$ cat config.mk
export PLATFORM = sky130hd
export DESIGN_NAME = mfek_ctrl
export DESIGN_NICKNAME = d
export VERILOG_FILES = /design/src/hw/rtl/max_flow_edmonds_karp_defines.svh /design/src/hw/rtl/mfek_pkg.sv /design/src/hw/rtl/mfek_ctrl.sv
export SDC_FILE = /design/constraint.sdc
export NUM_CORES = 1
export LEC_CHECK = 0
export BUFFER_PORTS_ARGS = -buffer_cell sky130_fd_sc_hd__buf_2
export CORE_AREA = 5 5 42 44
export CTS_CLUSTER_DIAMETER = 200
export CTS_CLUSTER_SIZE = 24
export DETAILED_ROUTE_END_ITERATION = 10
export DIE_AREA = 0 0 47 49
export PLACE_DENSITY = 0.66
export SYNTH_ARGS = -nofsm -noshare
export SYNTH_HDL_FRONTEND = slang
export SYNTH_SLANG_ARGS = --single-unit
$ cat constraint.sdc
create_clock -name clk -period 1.85 [get_ports clk]
set_clock_uncertainty 0.1 [all_clocks]
set_input_delay 0.37 -clock clk [delete_from_list [all_inputs] [get_ports clk]]
set_output_delay 0.37 -clock clk [all_outputs]
set_load 0.02 [all_outputs]
$ cat src/hw/rtl/max_flow_edmonds_karp_defines.svh
// Assertion macros for the max-flow block.
// Each macro checks one implication on the rising clock edge, outside reset.
`ifndef MAX_FLOW_EDMONDS_KARP_DEFINES_SVH
`define MAX_FLOW_EDMONDS_KARP_DEFINES_SVH

// Consequent holds in the same cycle as the antecedent.
`define MFEK_ASSERT_NOW(lbl, ante, cons) \
  lbl: assert property (@(posedge clk) disable iff (rst) (ante) |-> (cons)) \
    else $error("max flow assertion failed");

// Consequent holds in the cycle after the antecedent.
`define MFEK_ASSERT_NEXT(lbl, ante, cons) \
  lbl: assert property (@(posedge clk) disable iff (rst) (ante) |=> (cons)) \
    else $error("max flow assertion failed");

`endif

$ cat src/hw/rtl/mfek_pkg.sv
// ----------------------------------------------------------------------------
// mfek_pkg
// Shared constants, types and command codes of the max-flow block.
// ----------------------------------------------------------------------------
`timescale 1ns / 1ps
`default_nettype none

package mfek_pkg;

  localparam int MAX_NODES = 64;
  localparam int NODE_BITS = $clog2(MAX_NODES);
  localparam int CNT_BITS  = NODE_BITS + 1;
  localparam int CAP_BITS  = 16;
  localparam int RES_BITS  = CAP_BITS + 1;
  localparam int FLOW_BITS = 22;
  localparam int RES_DEPTH = MAX_NODES * MAX_NODES;
  localparam int RES_ABITS = 2 * NODE_BITS;
  localparam int QUEUE_BITS = NODE_BITS + RES_BITS;
  localparam int CFG_BITS  = 7;
  localparam int ADDR_BITS = 3;
  localparam int DATA_BITS = 32;

  localparam logic [RES_BITS-1:0]  RES_MAX  = '1;
  localparam logic [FLOW_BITS-1:0] FLOW_MAX = '1;

  typedef enum logic [3:0] {
    S_CLEAR,
    S_IDLE,
    S_BFS_INIT,
    S_DEQ,
    S_DEQ_LAT,
    S_RD,
    S_CHK,
    S_AUG,
    S_PAR,
    S_PAR_LAT,
    S_FWD_RD,
    S_FWD_WR,
    S_BWD_RD,
    S_BWD_WR,
    S_DONE
  } mfek_state_t;

  typedef enum logic [4:0] {
    OP_NONE,
    OP_CLEAR,
    OP_ADD,
    OP_RUN,
    OP_BFS_INIT,
    OP_DEQ,
    OP_DEQ_LAT,
    OP_RD,
    OP_CHK,
    OP_AUG,
    OP_PAR_RD,
    OP_PAR_LAT,
    OP_FWD_RD,
    OP_FWD_WR,
    OP_BWD_RD,
    OP_BWD_WR,
    OP_OUT
  } mfek_op_t;

  typedef struct packed {
    logic degenerate;
    logic q_empty;
    logic v_end;
    logic hit;
    logic hit_dst;
    logic av_src;
    logic clr_last;
    logic out_free;
  } mfek_status_t;

endpackage

`default_nettype wire

$ cat src/hw/rtl/mfek_ctrl.sv
// ----------------------------------------------------------------------------
// mfek_ctrl
// Controller: sequences clearing, edge loads, searches and augmentation.
// ----------------------------------------------------------------------------
`timescale 1ns / 1ps
`default_nettype none

module mfek_ctrl
  import mfek_pkg::*;
(
  input  wire logic         clk,
  input  wire logic         rst,
  input  wire logic         in_valid,
  input  wire logic         cmd,
  output logic              in_ready,
  input  wire mfek_status_t status,
  output mfek_op_t          op
);

  mfek_state_t state, state_next;

  always_ff @(posedge clk) begin
    if (rst) begin
      state <= S_CLEAR;
    end else begin
      state <= state_next;
    end
  end

  always_comb begin
    state_next = state;
    case (state)
      S_CLEAR:    if (status.clr_last) state_next = S_IDLE;
      S_IDLE: begin
        if (in_valid && cmd) begin
          state_next = status.degenerate ? S_DONE : S_BFS_INIT;
        end
      end
      S_BFS_INIT: state_next = S_DEQ;
      S_DEQ:      state_next = status.q_empty ? S_DONE : S_DEQ_LAT;
      S_DEQ_LAT:  state_next = S_RD;
      S_RD:       state_next = status.v_end ? S_DEQ : S_CHK;
      S_CHK:      state_next = (status.hit && status.hit_dst) ? S_AUG : S_RD;
      S_AUG:      state_next = S_PAR;
      S_PAR:      state_next = status.av_src ? S_BFS_INIT : S_PAR_LAT;
      S_PAR_LAT:  state_next = S_FWD_RD;
      S_FWD_RD:   state_next = S_FWD_WR;
      S_FWD_WR:   state_next = S_BWD_RD;
      S_BWD_RD:   state_next = S_BWD_WR;
      S_BWD_WR:   state_next = S_PAR;
      S_DONE:     if (status.out_free) state_next = S_IDLE;
      default:    state_next = S_CLEAR;
    endcase
  end

  always_comb begin
    in_ready = 1'b0;
    op       = OP_NONE;
    case (state)
      S_CLEAR:    op = OP_CLEAR;
      S_IDLE: begin
        in_ready = 1'b1;
        if (in_valid) begin
          op = cmd ? OP_RUN : OP_ADD;
        end
      end
      S_BFS_INIT: op = OP_BFS_INIT;
      S_DEQ:      op = status.q_empty ? OP_NONE : OP_DEQ;
      S_DEQ_LAT:  op = OP_DEQ_LAT;
      S_RD:       op = status.v_end ? OP_NONE : OP_RD;
      S_CHK:      op = OP_CHK;
      S_AUG:      op = OP_AUG;
      S_PAR:      op = status.av_src ? OP_NONE : OP_PAR_RD;
      S_PAR_LAT:  op = OP_PAR_LAT;
      S_FWD_RD:   op = OP_FWD_RD;
      S_FWD_WR:   op = OP_FWD_WR;
      S_BWD_RD:   op = OP_BWD_RD;
      S_BWD_WR:   op = OP_BWD_WR;
      S_DONE:     op = status.out_free ? OP_OUT : OP_NONE;
      default:    op = OP_NONE;
    endcase
  end

endmodule

`default_nettype wire

# After elaboration in Yosys (flattened, before gate mapping)
# Cells that the tools add are included.
# totals
regBits	4
inputBits	12
out_inout_bits	6
elab_cells	40
# classes
n_eq_ne	17
n_mux	17
reduce_logical	5
# op_table
cell	count
5-bit one-hot mux with 15 select lines	1
4-bit one-hot mux with 14 select lines	1
4-bit equality test (second input constant)	7
4-bit two-way mux	7
4-bit by 3-bit equality test with 1-bit output (second input constant)	4
3-bit two-way mux	3
4-bit by 2-bit equality test with 1-bit output (second input constant)	2
2-bit != test (second input constant)	3
5-bit two-way mux	1
4-bit by 1-bit equality test with 1-bit output (second input constant)	1
4-bit zero test	1
2-bit two-way mux	2
3-bit AND reduction	1
1-bit logical AND	2
1-bit two-way mux	2
2-bit OR reduction	1

# Longest topological paths before layout
# logic_depth
word_depth	3
depth_mapped	6
depth_no_buf	4

# Worst setup path before layout
# Ideal clock, no wire load.
# synth_path
path_type	reg-to-output
from	register state[2]
to	output op[0]
arrival_time_ns	1.478
t_required_ns	1.380
path_slack_ns	-0.098
stages_incl_launch_ff	5
n_path_buf	1
cell_sequence	dfxtp_1 buf_2 inv_1 a221o_1 o21ai_0
# synth_via
elab_chain_len	2
elab_cells_between_ends	16
cone_classes	eq/ne: 14; mux: 1; reduce/logical: 1
# synth_rtl
item	line	rtl
start, declared	mfek_ctrl.sv:20	mfek_state_t state, state_next;
start signal, assigned	mfek_ctrl.sv:26	state <= state_next;
4-bit equality test, or another cell as far along	mfek_ctrl.sv:59	case (state)
5-bit one-hot mux with 15 select lines *	mfek_ctrl.sv:59	
end, declared	mfek_ctrl.sv:17	output mfek_op_t op
# Mark *: on every way between the ends. The rest lies on a longest branch, timed or not.

# Worst setup path after layout
# layout_path
from	register state[3]
to	output op[1]
# Same word-level chain as after synthesis.

==> flow_summary.yaml <==
worst_hold_path:
  worstHoldStart: "rst"
  hp-class: "in2reg"
  holdPathStages: 2
  worst_hold_path.endpoint: "state[0]"
finish:
  final_cell_mix: "17 x buf_2, 9 x a21oi_1, 5 x o21ai_0, 5 x buf_4"
  multi_input_area_um2: 339
  fin_util: 0.449
  seq_area_um2: 87.6
  drive_gt1_frac: 0.442
  largest_reg_flops: 4
  n_antenna_cell: 0
  nNetsFinal: 100
  fill_cells: 156
  reg_top3: "state (4)"
  area_growth_syn_to_layout_pct: 41.3
  largest_register: "state"
  final_common_cell: "buf_2"
  fin_area_um2: 629
synth:
  synth_ff_type: "dfxtp_1"
  synth_area_um2: 445
  synth_edf_count: 0
  ys_types: 35
  yosys_warnings: 0
  synth.yosys.seq_area_share: 0.180
  syn_nets: 76
  syn_avg_cell_area_um2: 6.96
  syn_inst: 64
  async_flop_share: 0
  ys_ff_latch: 4
worst_setup_path:
  reg2reg_depth: 4
  cp_max_fo: 9
  worstReg2RegStart: "state[1]"
  rrSetupSlack_ps: 280
  cp.arrival_ps: 1330
  timing.rr.end: "state[1]"
  cp.required_ps: 1380
  critical_path_class: "reg2out"
  cp-end-kind: "output port"
  worst_setup_path_start_kind: "register"
sta:
  setup_violations: 0
  fin_crit_sh: 0.972
  timing.final.crit_period_ps: 1800
  fmax_ghz: 0.556
  setup_slack_ps: 52.4
  slew_violations: 0
  tightest_slew_ps: 266
  relSlewSlack: 0.822
  hold_viol: 0
  fin_tns_setup_ps: 0
global_routing:
  antenna_found_initial: 0
  grt_use_total: 0.129
  grt_pass1_wl_um: 2300
  globalRoute.totalOverflow: 0
  grt_pass1_vias: 562
  grt_max_degree: 14
place:
  pre_cts_slack_ps: 137
  placed_cell_area_um2: 584
  gp_congestion: 0.865
  dpl.hpwl_um: 1080
  port_buffers: 17
die:
  coreArea_um2: 1400
  core.rowCount: 14
  die-area_um2: 2300
  io_pins: 18
  dieWidth_um: 47
  die_y_um: 49
  start_util: 0.318
detailed_routing:
  initialDrtViolationCount: 6
  ant_nets: 0
  wl_per_cell_um: 13.6
  vias_per_cell: 5.76
  drt_wl_total_um: 1390
  via_count: 588
  drc: 0
  dr.pass1.iters: 4
clock_tree:
  cts_made_buffers: 3
  clkSinkCount: 4
  ctsHoldBuffers: 0
  cts_tree: "built"
  ctsLongestPathBuffers: 2
  worstSkewPairLatency_ps: 230
  h-tree-depth: 1
  cts-root-buf: "clkbuf_4"
  path_clk_slew_ps: 40
run_status:
  outcome: "completed"
power_and_ir_drop:
  p_leak_uw: 0.000258
  p_per_area_nw_per_um2: 1020
  ir_worst_vdd_mv: 0.422
run:
  drv_cap: 0
[power breakdown]
part | leakage [uW] | total, uW | internal (uW) | switching, uW
clock | 0.0000138 | 110 | 72.7 | 37.5
combinational | 0.000210 | 373 | 168 | 205
sequential | 0.0000347 | 157 | 109 | 48.3
total | 0.000258 | 640 | 349 | 291
[area by class of cell]
cell class / count / share of cell area
repair buffers: 24 / 0.231
multi-input cells: 51 / 0.539
flip-flops and latches: 4 / 0.139
inverters: 4 / 0.0239
clock buffers: 3 / 0.0358
well taps: 16 / 0.0318
[cells in the mapped netlist (2+ instances only)]
| cell | number | area, um^2 |
|---|---|---|
| dfxtp_1 | 4 | 80.1 |
| buf_2 | 2 | 10.0 |
| o21ai_0 | 7 | 35.0 |
| nor2_1 | 2 | 7.51 |
| o31ai_1 | 2 | 15.0 |
| clkbuf_1 | 2 | 7.51 |
| nand2b_1 | 2 | 12.5 |
| inv_1 | 4 | 15.0 |
| nand2_1 | 2 | 7.51 |
| a21oi_1 | 10 | 50.1 |
| a211oi_1 | 3 | 22.5 |
[per-layer routing]
layer / vias to the layer above / global-route usage / wire length, um
li1: 292 / - / -
met1: 275 / 0.167 / 606
met2: 19 / 0.204 / 698
met3: 2 / 0.0369 / 76
met4: 0 / 0.0323 / 8
met5: - / 0 / 0
[cells by family (layout without fill, tap and decap cells)]
| kind of cell | Yosys count | count (layout) | share of synthesized area |
|---|---|---|---|
| DFF | 4 | 4 | 0.180 |
| and+or+nand+nor | 19 | 19 | 0.267 |
| muxes | 1 | 1 | 0.0225 |
| buffers and inverters | 9 | 31 | 0.0899 |
| AOI/OAI and AO/OA | 31 | 31 | 0.441 |
[worst max-delay path, cell delays in order (launching register included)]
cell	delay, ps
dfxtp_2	330
buf_6	130
or2_2	300
a21oi_2	110
a211oi_1	50
buf_2	170
[worst max path at each step]
stage / start / cells after the start / slack (ps) / end
6_report: state[3] / 5 / 50 / op[1]
5_1_grt: state[3] / 5 / -3 / op[1]
4_1_cts: state[3] / 5 / -9 / op[1]
3_5_place_dp: state[1] / 4 / 140 / state[1]
3_3_place_gp: state[2] / 4 / 180 / op[4]
2_1_floorplan: state[2] / 4 / 30 / op[0]
[per-stage QoR]
stage | power (uW) | hold WS (ps) | std cells
global route | 688 | 226 | 102
detailed placement | 507 | 466 | 99
global placement | 502 | 458 | 99
floorplan | 388 | 339 | 64
CTS | 626 | 204 | 102
finish | 640 | 213 | 102
[repair_timing]
action                                 in CTS  in global routing
setup buffers                               0                  0
pin swaps                                   0                  1
setup endpoints to repair                   5                  4
resized for setup                           3                  8
endpoints found under the hold margin       0                  0
No activity file was read; power rests on OpenSTA's default activity.
